File: src/hw/rtl/square_wave_sound_channels_defines.svh
// Assertion macros for the module that checks its own behaviour.
// Both sample on the rising edge of clk and are switched off while arst_n is low.
`ifndef SQUARE_WAVE_SOUND_CHANNELS_DEFINES_SVH
`define SQUARE_WAVE_SOUND_CHANNELS_DEFINES_SVH

// The consequent must hold in the same cycle as the antecedent.
`define SWSC_ASSERT_SAME(lbl, pre, post, msg) \
	lbl: assert property (@(posedge clk) disable iff (!arst_n) (pre) |-> (post)) \
		else $error(msg);

// The consequent must hold in the cycle after the antecedent.
`define SWSC_ASSERT_NEXT(lbl, pre, post, msg) \
	lbl: assert property (@(posedge clk) disable iff (!arst_n) (pre) |=> (post)) \
		else $error(msg);

`endif

File: src/hw/rtl/swsc_pkg.sv
package swsc_pkg;

	// Item kinds carried on the input tuser.
	typedef enum logic [1:0] {
		OP_WRITE  = 2'd0,
		OP_READ   = 2'd1,
		OP_SAMPLE = 2'd2,
		OP_TIME   = 2'd3
	} op_t;

	// Result kinds carried on the output tuser.
	typedef enum logic {
		RES_READ   = 1'b0,
		RES_SAMPLE = 1'b1
	} res_kind_t;

	// Field widths of the stream payloads.
	localparam int KIND_W    = 2;
	localparam int INDEX_W   = 8;
	localparam int VALUE_W   = 32;
	localparam int ELAPSED_W = 16;
	localparam int LEVEL_W   = 6;
	localparam int IN_DATA_W  = 56;
	localparam int OUT_DATA_W = 40;

	// Channel register widths.
	localparam int PERIOD_W   = 16;
	localparam int VOLUME_W   = 3;
	localparam int DURATION_W = 13;
	localparam int DUR_FIELD_W = 12;

	// Millisecond accumulator.
	localparam int ACC_W = 17;
	localparam logic [ACC_W-1:0] ACC_MAX     = 17'h1FFFF;
	localparam logic [ACC_W-1:0] MS_PER_TICK = 17'd1000;

	// Largest channel volume, used to size the mix.
	localparam int VOLUME_MAX = 7;

	// Queue between front and back.
	localparam int QDEPTH = 2;
	localparam int QPTR_W = 1;
	localparam int QCNT_W = 2;

	// One classified item as it travels from front to back.
	typedef struct packed {
		op_t                    kind;
		logic                   idx_ok;
		logic [INDEX_W-1:0]     reg_index;
		logic [VALUE_W-1:0]     value;
		logic [ELAPSED_W-1:0]   elapsed;
	} item_t;

endpackage

File: src/hw/rtl/swsc_front.sv
module swsc_front #(
	parameter int CHANNELS = 4
) (
	input  logic                           clk,
	input  logic                           arst_n,
	input  logic                           s_tvalid,
	output logic                           s_tready,
	input  logic [swsc_pkg::IN_DATA_W-1:0] s_tdata,
	input  logic [swsc_pkg::KIND_W-1:0]    s_tuser,
	output logic                           item_valid,
	output swsc_pkg::item_t                item,
	input  logic                           item_ready
);
	import swsc_pkg::*;

	localparam logic [INDEX_W-1:0] IDX_LIMIT = INDEX_W'(CHANNELS);

	logic  valid_s1;
	item_t item_s1;
	item_t decoded;

	// Unpack the transfer and mark whether the channel number exists.
	always_comb begin
		decoded.kind      = op_t'(s_tuser);
		decoded.reg_index = s_tdata[INDEX_W-1:0];
		decoded.value     = s_tdata[INDEX_W+VALUE_W-1:INDEX_W];
		decoded.elapsed   = s_tdata[INDEX_W+VALUE_W+ELAPSED_W-1:INDEX_W+VALUE_W];
		decoded.idx_ok    = (s_tdata[INDEX_W-1:0] < IDX_LIMIT);
	end

	// The stage takes a new transfer whenever it is empty or is being drained.
	assign s_tready = !valid_s1 || item_ready;

	always_ff @(posedge clk or negedge arst_n) begin
		if (!arst_n) begin
			valid_s1 <= 1'b0;
		end else if (s_tready) begin
			valid_s1 <= s_tvalid;
		end
	end

	always_ff @(posedge clk) begin
		if (s_tvalid && s_tready) begin
			item_s1 <= decoded;
		end
	end

	assign item_valid = valid_s1;
	assign item       = item_s1;

endmodule

File: src/hw/rtl/swsc_queue.sv
module swsc_queue (
	input  logic            clk,
	input  logic            arst_n,
	input  logic            push_valid,
	output logic            push_ready,
	input  swsc_pkg::item_t push_item,
	output logic            pop_valid,
	input  logic            pop_ready,
	output swsc_pkg::item_t pop_item
);
	import swsc_pkg::*;

	item_t             entry_q [QDEPTH];
	logic [QPTR_W-1:0] wr_ptr_q;
	logic [QPTR_W-1:0] rd_ptr_q;
	logic [QCNT_W-1:0] count_q;
	logic              do_push;
	logic              do_pop;

	// A full queue still takes a new item in a cycle in which one leaves.
	assign pop_valid  = (count_q != '0);
	assign do_pop     = pop_valid && pop_ready;
	assign push_ready = (count_q != QCNT_W'(QDEPTH)) || pop_ready;
	assign do_push    = push_valid && push_ready;
	assign pop_item   = entry_q[rd_ptr_q];

	// Pointers and fill count.
	always_ff @(posedge clk or negedge arst_n) begin
		if (!arst_n) begin
			wr_ptr_q <= '0;
			rd_ptr_q <= '0;
			count_q  <= '0;
		end else begin
			if (do_push) begin
				wr_ptr_q <= wr_ptr_q + 1'b1;
			end
			if (do_pop) begin
				rd_ptr_q <= rd_ptr_q + 1'b1;
			end
			if (do_push && !do_pop) begin
				count_q <= count_q + 1'b1;
			end else if (do_pop && !do_push) begin
				count_q <= count_q - 1'b1;
			end
		end
	end

	// Entry storage.
	always_ff @(posedge clk) begin
		if (do_push) begin
			entry_q[wr_ptr_q] <= push_item;
		end
	end

endmodule

File: src/hw/rtl/swsc_back.sv
module swsc_back #(
	parameter int CHANNELS = 4
) (
	input  logic                              clk,
	input  logic                              arst_n,
	input  logic                              item_valid,
	output logic                              item_ready,
	input  swsc_pkg::item_t                   item,
	output logic                              res_valid,
	input  logic                              res_ready,
	output swsc_pkg::res_kind_t               res_kind,
	output logic [swsc_pkg::VALUE_W-1:0]      res_read_data,
	output logic [swsc_pkg::LEVEL_W-1:0]      res_level
);
	import swsc_pkg::*;

	localparam int CH_W  = (CHANNELS > 1) ? $clog2(CHANNELS) : 1;
	localparam int MIX_W = $clog2(VOLUME_MAX * CHANNELS + 1) + 1;
	localparam int SUM_W = (MIX_W > LEVEL_W) ? MIX_W : LEVEL_W;

	// Channel registers.
	logic [PERIOD_W-1:0]   period_q   [CHANNELS];
	logic [VOLUME_W-1:0]   volume_q   [CHANNELS];
	logic [DURATION_W-1:0] duration_q [CHANNELS];
	logic                  finite_q   [CHANNELS];
	logic [PERIOD_W-1:0]   phase_q    [CHANNELS];
	logic                  pol_q      [CHANNELS];
	logic [ACC_W-1:0]      acc_q;

	// Result register.
	logic                  res_valid_q;
	res_kind_t             res_kind_q;
	logic [VALUE_W-1:0]    read_data_q;
	logic [LEVEL_W-1:0]    level_q;

	logic                  exec;
	logic [CH_W-1:0]       chan;
	logic                  active   [CHANNELS];
	logic [PERIOD_W-1:0]   phase_nx [CHANNELS];
	logic                  pol_nx   [CHANNELS];
	logic [PERIOD_W:0]     phase_inc;
	logic signed [SUM_W-1:0] mix_sum;
	logic [ACC_W:0]        acc_sum;
	logic [ACC_W-1:0]      acc_sat;
	logic                  tick;
	logic [VALUE_W-1:0]    read_word;

	// An item is carried out whenever the result register is free or being drained.
	assign item_ready = !res_valid_q || res_ready;
	assign exec       = item_valid && item_ready;
	assign chan       = item.reg_index[CH_W-1:0];

	// Waveform step of every channel and the signed mix of their volumes.
	always_comb begin
		mix_sum   = '0;
		phase_inc = '0;
		for (int c = 0; c < CHANNELS; c++) begin
			active[c] = (period_q[c] != '0) && !(finite_q[c] && (duration_q[c] == '0));
			phase_inc = {1'b0, phase_q[c]} + 1'b1;
			if (phase_inc >= {1'b0, period_q[c]}) begin
				phase_nx[c] = '0;
				pol_nx[c]   = !pol_q[c];
			end else begin
				phase_nx[c] = phase_inc[PERIOD_W-1:0];
				pol_nx[c]   = pol_q[c];
			end
			if (active[c]) begin
				if (pol_nx[c]) begin
					mix_sum = mix_sum - $signed(SUM_W'(volume_q[c]));
				end else begin
					mix_sum = mix_sum + $signed(SUM_W'(volume_q[c]));
				end
			end
		end
	end

	// Millisecond accumulator with saturation and the once-a-second tick.
	always_comb begin
		acc_sum = {1'b0, acc_q} + (ACC_W+1)'(item.elapsed);
		acc_sat = (acc_sum > {1'b0, ACC_MAX}) ? ACC_MAX : acc_sum[ACC_W-1:0];
		tick    = (acc_sat >= MS_PER_TICK);
	end

	// Packed register word of the addressed channel.
	always_comb begin
		if (item.idx_ok) begin
			read_word = {finite_q[chan], duration_q[chan][DUR_FIELD_W-1:0],
				volume_q[chan], period_q[chan]};
		end else begin
			read_word = '0;
		end
	end

	// Channel state updates.
	always_ff @(posedge clk or negedge arst_n) begin
		if (!arst_n) begin
			for (int c = 0; c < CHANNELS; c++) begin
				period_q[c]   <= '0;
				volume_q[c]   <= '0;
				duration_q[c] <= '0;
				finite_q[c]   <= 1'b0;
				phase_q[c]    <= '0;
				pol_q[c]      <= 1'b0;
			end
			acc_q <= '0;
		end else if (exec) begin
			case (item.kind)
				OP_WRITE: begin
					for (int c = 0; c < CHANNELS; c++) begin
						if (item.idx_ok && (chan == CH_W'(c))) begin
							period_q[c]   <= item.value[15:0];
							volume_q[c]   <= item.value[18:16];
							duration_q[c] <= DURATION_W'(item.value[30:19]);
							finite_q[c]   <= item.value[31];
							phase_q[c]    <= '0;
							pol_q[c]      <= 1'b0;
						end
					end
				end
				OP_SAMPLE: begin
					for (int c = 0; c < CHANNELS; c++) begin
						if (active[c]) begin
							phase_q[c] <= phase_nx[c];
							pol_q[c]   <= pol_nx[c];
						end
					end
				end
				OP_TIME: begin
					acc_q <= tick ? '0 : acc_sat;
					for (int c = 0; c < CHANNELS; c++) begin
						if (tick && (duration_q[c] != '0)) begin
							duration_q[c] <= duration_q[c] - 1'b1;
						end
					end
				end
				default: begin
				end
			endcase
		end
	end

	// Result valid flag: reads and samples give a result, writes and time items none.
	always_ff @(posedge clk or negedge arst_n) begin
		if (!arst_n) begin
			res_valid_q <= 1'b0;
		end else if (item_ready) begin
			res_valid_q <= exec && ((item.kind == OP_READ) || (item.kind == OP_SAMPLE));
		end
	end

	// Result payload.
	always_ff @(posedge clk) begin
		if (exec && (item.kind == OP_READ)) begin
			res_kind_q  <= RES_READ;
			read_data_q <= read_word;
			level_q     <= '0;
		end else if (exec && (item.kind == OP_SAMPLE)) begin
			res_kind_q  <= RES_SAMPLE;
			read_data_q <= '0;
			level_q     <= mix_sum[LEVEL_W-1:0];
		end
	end

	assign res_valid     = res_valid_q;
	assign res_kind      = res_kind_q;
	assign res_read_data = read_data_q;
	assign res_level     = level_q;

endmodule

File: src/hw/rtl/square_wave_sound_channels.sv
// Channel  Direction  tdata                                        tuser
// s_*      in         reg_index 7:0, write_value 39:8,             kind 1:0
//                     elapsed 55:40
// m_*      out        read_data 31:0, sample_level 37:32, 39:38 0  result_kind 0
//
// One item is taken every cycle while the output is not stalled; the back part does each
// item's work with all channels stepping in parallel, with one small adder each.
// A result passes the front register, the two-entry queue and the result register
// before it can be transferred.
// The asynchronous reset clears every channel and the millisecond accumulator at once.
// A stalled output holds its result; the two queue entries and the front register
// take up to three further transfers before s_tready falls.
module square_wave_sound_channels #(
	parameter int CHANNELS = 4
) (
	input  logic                            clk,
	input  logic                            arst_n,
	input  logic                            s_tvalid,
	output logic                            s_tready,
	// reg_index 7:0, write_value 39:8, elapsed 55:40
	input  logic [swsc_pkg::IN_DATA_W-1:0]  s_tdata,
	// kind 1:0
	input  logic [swsc_pkg::KIND_W-1:0]     s_tuser,
	output logic                            m_tvalid,
	input  logic                            m_tready,
	// read_data 31:0, sample_level 37:32, zero fill 39:38
	output logic [swsc_pkg::OUT_DATA_W-1:0] m_tdata,
	// result_kind 0
	output logic [0:0]                      m_tuser
);
	import swsc_pkg::*;

	`include "square_wave_sound_channels_defines.svh"

	logic               fe_valid;
	logic               fe_ready;
	item_t              fe_item;
	logic               q_valid;
	logic               q_ready;
	item_t              q_item;
	res_kind_t          res_kind;
	logic [VALUE_W-1:0] res_read_data;
	logic [LEVEL_W-1:0] res_level;
	logic               pop;

	// Front: unpacks and classifies incoming transfers.
	swsc_front #(
		.CHANNELS(CHANNELS)
	) u_front (
		.clk        (clk),
		.arst_n     (arst_n),
		.s_tvalid   (s_tvalid),
		.s_tready   (s_tready),
		.s_tdata    (s_tdata),
		.s_tuser    (s_tuser),
		.item_valid (fe_valid),
		.item       (fe_item),
		.item_ready (fe_ready)
	);

	// Queue between the two parts.
	swsc_queue u_queue (
		.clk        (clk),
		.arst_n     (arst_n),
		.push_valid (fe_valid),
		.push_ready (fe_ready),
		.push_item  (fe_item),
		.pop_valid  (q_valid),
		.pop_ready  (q_ready),
		.pop_item   (q_item)
	);

	// Back: channel state, mixing and the result register.
	swsc_back #(
		.CHANNELS(CHANNELS)
	) u_back (
		.clk           (clk),
		.arst_n        (arst_n),
		.item_valid    (q_valid),
		.item_ready    (q_ready),
		.item          (q_item),
		.res_valid     (m_tvalid),
		.res_ready     (m_tready),
		.res_kind      (res_kind),
		.res_read_data (res_read_data),
		.res_level     (res_level)
	);

	// Output packing.
	assign m_tdata = {{(OUT_DATA_W-VALUE_W-LEVEL_W){1'b0}}, res_level, res_read_data};
	assign m_tuser = res_kind;

	assign pop = q_valid && q_ready;

	// Checks on the block's own logic.
	`SWSC_ASSERT_NEXT(a_sample_gives_result, pop && (q_item.kind == OP_SAMPLE),
		m_tvalid && (m_tuser == RES_SAMPLE), "sample item did not give a sample result")
	`SWSC_ASSERT_NEXT(a_silent_kinds,
		pop && ((q_item.kind == OP_WRITE) || (q_item.kind == OP_TIME)),
		!m_tvalid || $stable(m_tdata), "write or time item gave a result")
	`SWSC_ASSERT_NEXT(a_bad_index_reads_zero, pop && (q_item.kind == OP_READ) && !q_item.idx_ok,
		m_tvalid && (m_tdata == '0), "read of an unknown channel was not zero")
	`SWSC_ASSERT_NEXT(a_front_takes_transfer, s_tvalid && s_tready, fe_valid,
		"accepted transfer was lost in the front stage")

endmodule

File: config.mk
export PLATFORM = sky130hd
export DESIGN_NAME = square_wave_sound_channels
export DESIGN_NICKNAME = d
export VERILOG_FILES = /design/src/hw/rtl/swsc_pkg.sv /design/src/hw/rtl/swsc_front.sv /design/src/hw/rtl/swsc_queue.sv /design/src/hw/rtl/swsc_back.sv /design/src/hw/rtl/square_wave_sound_channels.sv
export VERILOG_INCLUDE_DIRS = /design/src /design/src/hw/rtl
export SDC_FILE = /design/constraint.sdc
export NUM_CORES = 1
export LEC_CHECK = 0
export BUFFER_PORTS_ARGS = -buffer_cell sky130_fd_sc_hd__buf_2
export CAP_MARGIN = 10
export CORE_MARGIN = 3
export CORE_UTILIZATION = 25
export CTS_BUF_LIST = sky130_fd_sc_hd__clkbuf_8
export DETAILED_ROUTE_END_ITERATION = 10
export PLACE_DENSITY_LB_ADDON = 0.1
export RECOVER_POWER = 100
export SLEW_MARGIN = 25
export SYNTH_ARGS = -nofsm -noshare
export SYNTH_HDL_FRONTEND = slang
export SYNTH_SLANG_ARGS = --single-unit
File: constraint.sdc
create_clock -name clk -period 7 [get_ports clk]
set_clock_uncertainty 0.2 [all_clocks]
set_input_delay 1.4 -clock clk [delete_from_list [all_inputs] [get_ports clk]]
set_output_delay 1.4 -clock clk [all_outputs]
set_load 0.02 [all_outputs]
==> metrics.csv <==
stage;metric;value;unit
timing;fmax;150;MHz
min_path;hold_start;u_front.item[1]$_DFFE_PP_;
clock_tree;holdBufCountCts;0;
synthesis;yosys-top-cells-count;223 x dfrtp_1, 198 x nor2_1, 191 x edfxtp_1;
worst_setup_path;crit_type;reg -> reg;
synthesis;synth_xor_area_share;3.49;%
timing;setup_viol;0;
timing;whs;0.241;ns
die;placementRows;108;
route;routed_wl;66900;um
pwr;power_density;508;mW/mm2
min_path;worstHoldPathType;reg -> reg;
synthesis;ys_async_sr_fraction;53.0;%
route;drc;0;
final_layout;drive_above_1_share;14.9;%
clock_tree;root_buffer;clkbuf_8;
worst_setup_path;cp_slowest_cell;or4_4;
die;initial_utilization;25.3;%
synthesis;synth_area_leaders;edfxtp_1 26%, dfrtp_1 25%, ha_1 6.4%;
worst_setup_path;worstPathArrival;7.03;ns
worst_setup_path;critPathRequiredTime;7.35;ns
clock_tree;cts_max_level;3;
route;route.detailed.wl_per_inst;19.7;um
timing;rsz0062_at_grt;true;
route;drt_iter0_drc;925;
timing;hold_viol;0;
worst_setup_path;crit_fanout;4;
route;first_pass_iters;5;
global_routing;antenna_found_initial;8;
synthesis;synth-seq-cells;421;
worst_setup_path;endpoint_kind;flop;
die;ioPinCount;105;
global_routing;grt_max_degree;105;
synthesis;synth_compound_area_share;13.4;%
synthesis;synth-simple-area-share;14.4;%
timing;slew_violations;612;
clock_tree;cts_tree;built;
placed_design;numPortBuffers;102;
clock_tree;clock-sinks;421;
die;core_area;0.0872;mm2
die;dieArea;0.0918;mm2
timing;worst_pin_slew;3.57;ns
worst_setup_path;reg2reg_from;u_back.phase_q[33]$_DFFE_PN0P_;
route;antenna_left;0;
synthesis;synthMostInstantiatedCell;dfrtp_1;
synthesis;yosysTopAreaCell;edfxtp_1;
clock_tree;clk_transition_reported_paths;0.06;ns
timing;min_period_over_period;95.4;%
synthesis;synth_area_per_cell;10.9;um2
pwr;leakagePower;10.6;nW
synthesis;netlist_area;0.0220;mm2
global_routing;grt_pass1_vias;16300;
route;vias;16100;
worst_setup_path;timing.critical_path.from;u_back.phase_q[33]$_DFFE_PN0P_;
final_layout;syn_to_final_growth;17.4;%
die;dieWidth;303;um
run_status;status;finished with violations;
placed_design;place_hpwl;48300;um
final_layout;fin_cells;3404;
timing;timing.final.ws_setup;0.323;ns
final_layout;fin_nets;2353;
route;viasPerCell;4.74;
worst_setup_path;crit_path_start_kind;flop;
synthesis;syn_inst;2014;
synthesis;seq_area_frac_synth;52.0;%
timing;post-route-min-period;6.68;ns
pwr;irDropWorstVdd;0.606;mV
timing;finalSetupTns;0;ns
clock_tree;cts_buffers;85;
die;die_h;303;um
worst_setup_path;max_stage_delay;0.54;ns
synthesis;synth-main-ff-cell;dfrtp_1;
pwr;total_power;13.2;mW
clock_tree;clock_latency;0.68;ns
run_status;violations;capacitance limit, slew limit;
clock_tree;clk_path_buf_depth;3;
placed_design;gp_congestion;0.824;
flow_run;max_cap_violations;15;
synthesis;synth_edf_count;191;
placed_design;dp_worst_setup_slack;-0.161;ns
synthesis;yosys.cell_types.count;90;
synthesis;yosysTopAreaCellShare;26.0;%
synthesis;synth-adder-area-share;6.82;%
worst_setup_path;crit_top_cell;ha_1;
synthesis;synthMuxAreaShare;6.48;%
synthesis;yosysWarnings;0;
global_routing;grt_overflow;0;
synthesis;synth_top_family_by_area;simple AND/OR/NAND/NOR gates;
timing;slew_headroom;-138;%
global_routing;globalRouteTotalUtil;14.6;%
placed_design;placedCellCount;3232;
global_routing;grt_pass1_wl;101000;um
==> layer usage <==
layer	global-route usage [%]	vias to the layer above	share of wire, %
met5	0	-	0.063
met4	4.87	6	2.7
met3	2.78	103	4.5
met2	22.4	353	44
met1	20.6	7946	49
li1	-	7717	-
==> cell families after synthesis <==
family / after synthesis
compound gates: 436
mux: 99
fa+ha+maj: 118
flops: 421
simple gates: 655
buf+inv: 197
xor+xnor: 87
other cells: 1
==> final cells by class <==
cell class                 count  area, um2
timing repair buffer         154        774
multi-input combinational   1397      10100
antenna                        2       5.00
clock inverter                65        395
clock buffer                  95       1310
sequential                   421      11500
fill                        9067      61300
tap                         1155       1450
inverter                     115        432
==> repair_timing <==
item | 4_1_cts | 5_1_grt
cloned | 0 | 0
endpoints found under the setup margin | 1 | 2
pin swaps | 3 | 21
setup buffers | 1 | 9
gates resized for setup | 4 | 44
==> power by group <==
group	internal (mW)	switching, mW	total [mW]
Sequential	3.38	0.602	3.99
Combinational	2.77	3.86	6.63
Clock	1.37	1.17	2.54
Total	7.53	5.63	13.2
==> worst paths after layout <==
kind,endpoint,slack [ns],depth (start not counted)
max,u_back.res_level[5]$_SDFFE_PP0P_,0.32,28
min in group asynchronous,u_back.duration_q[1]$_DFFE_PN0P_,1.76,1
max in group asynchronous,u_back.phase_q[34]$_DFFE_PN0P_,1.51,2
min reg2reg,u_queue.entry_q[0][1]$_DFFE_PP_,0.24,0
min,u_queue.entry_q[0][1]$_DFFE_PP_,0.24,0
max reg2reg,u_back.res_level[5]$_SDFFE_PP0P_,0.32,28
==> sequential cells by signal (all words and copies together), names as in the netlist, 2 cells and up <==
register and count:
u_back.pol_q 4, u_queue.count_q 2, u_back.period_q 64, u_back.phase_q 64, u_front.item 53, u_back.res_read_data 32
u_back.finite_q 4, u_back.acc_q 17, u_back.res_level 6, u_back.volume_q 12, u_queue.entry_q 106, u_back.duration_q 52
==> cells in the final DEF (no fill, tap or decap), types with 8 or more instances in the layout <==
cell	instances
clkbuf_1	71
nand4_1	19
buf_2	45
o21bai_1	8
a32o_1	45
o21ai_0	90
buf_4	36
xnor2_1	53
nor4_1	27
and3_1	18
nor2_1	193
clkinv_2	11
or2_2	11
inv_1	139
o31ai_1	14
mux2i_1	38
clkbuf_8	95
nand3_1	47
nand2_1	157
mux2_2	24
nor2b_1	25
a21oi_1	143
ha_1	110
a221o_1	10
and2_1	8
nand2b_1	34
edfxtp_1	191
a21o_1	20
mux4_2	31
xor2_1	25
o21a_1	16
nor3_1	31
dfrtp_1	222
or3_1	24
clkinv_1	18
==> critical path, delay by kind of cell, from the launching register on <==
family / cells / cell delay, ns
XOR/XNOR: 5 / 0.75
multiplexers: 1 / 0.26
AND/OR/NAND/NOR: 10 / 2.45
flip-flops: 1 / 0.41
AO/OA/AOI/OAI: 7 / 1.25
adder cells (fa/ha/maj): 5 / 1.21
==> metrics by stage <==
stage | cell area (um2) | util [%]
2_1_floorplan | 22000 | -
3_3_place_gp | 24000 | 27.6
3_5_place_dp | 24100 | 27.6
4_1_cts | 25800 | 29.6
5_1_grt | 25900 | 29.7
6_report | 25900 | 29.7
Power figures use the tool's default switching activity.
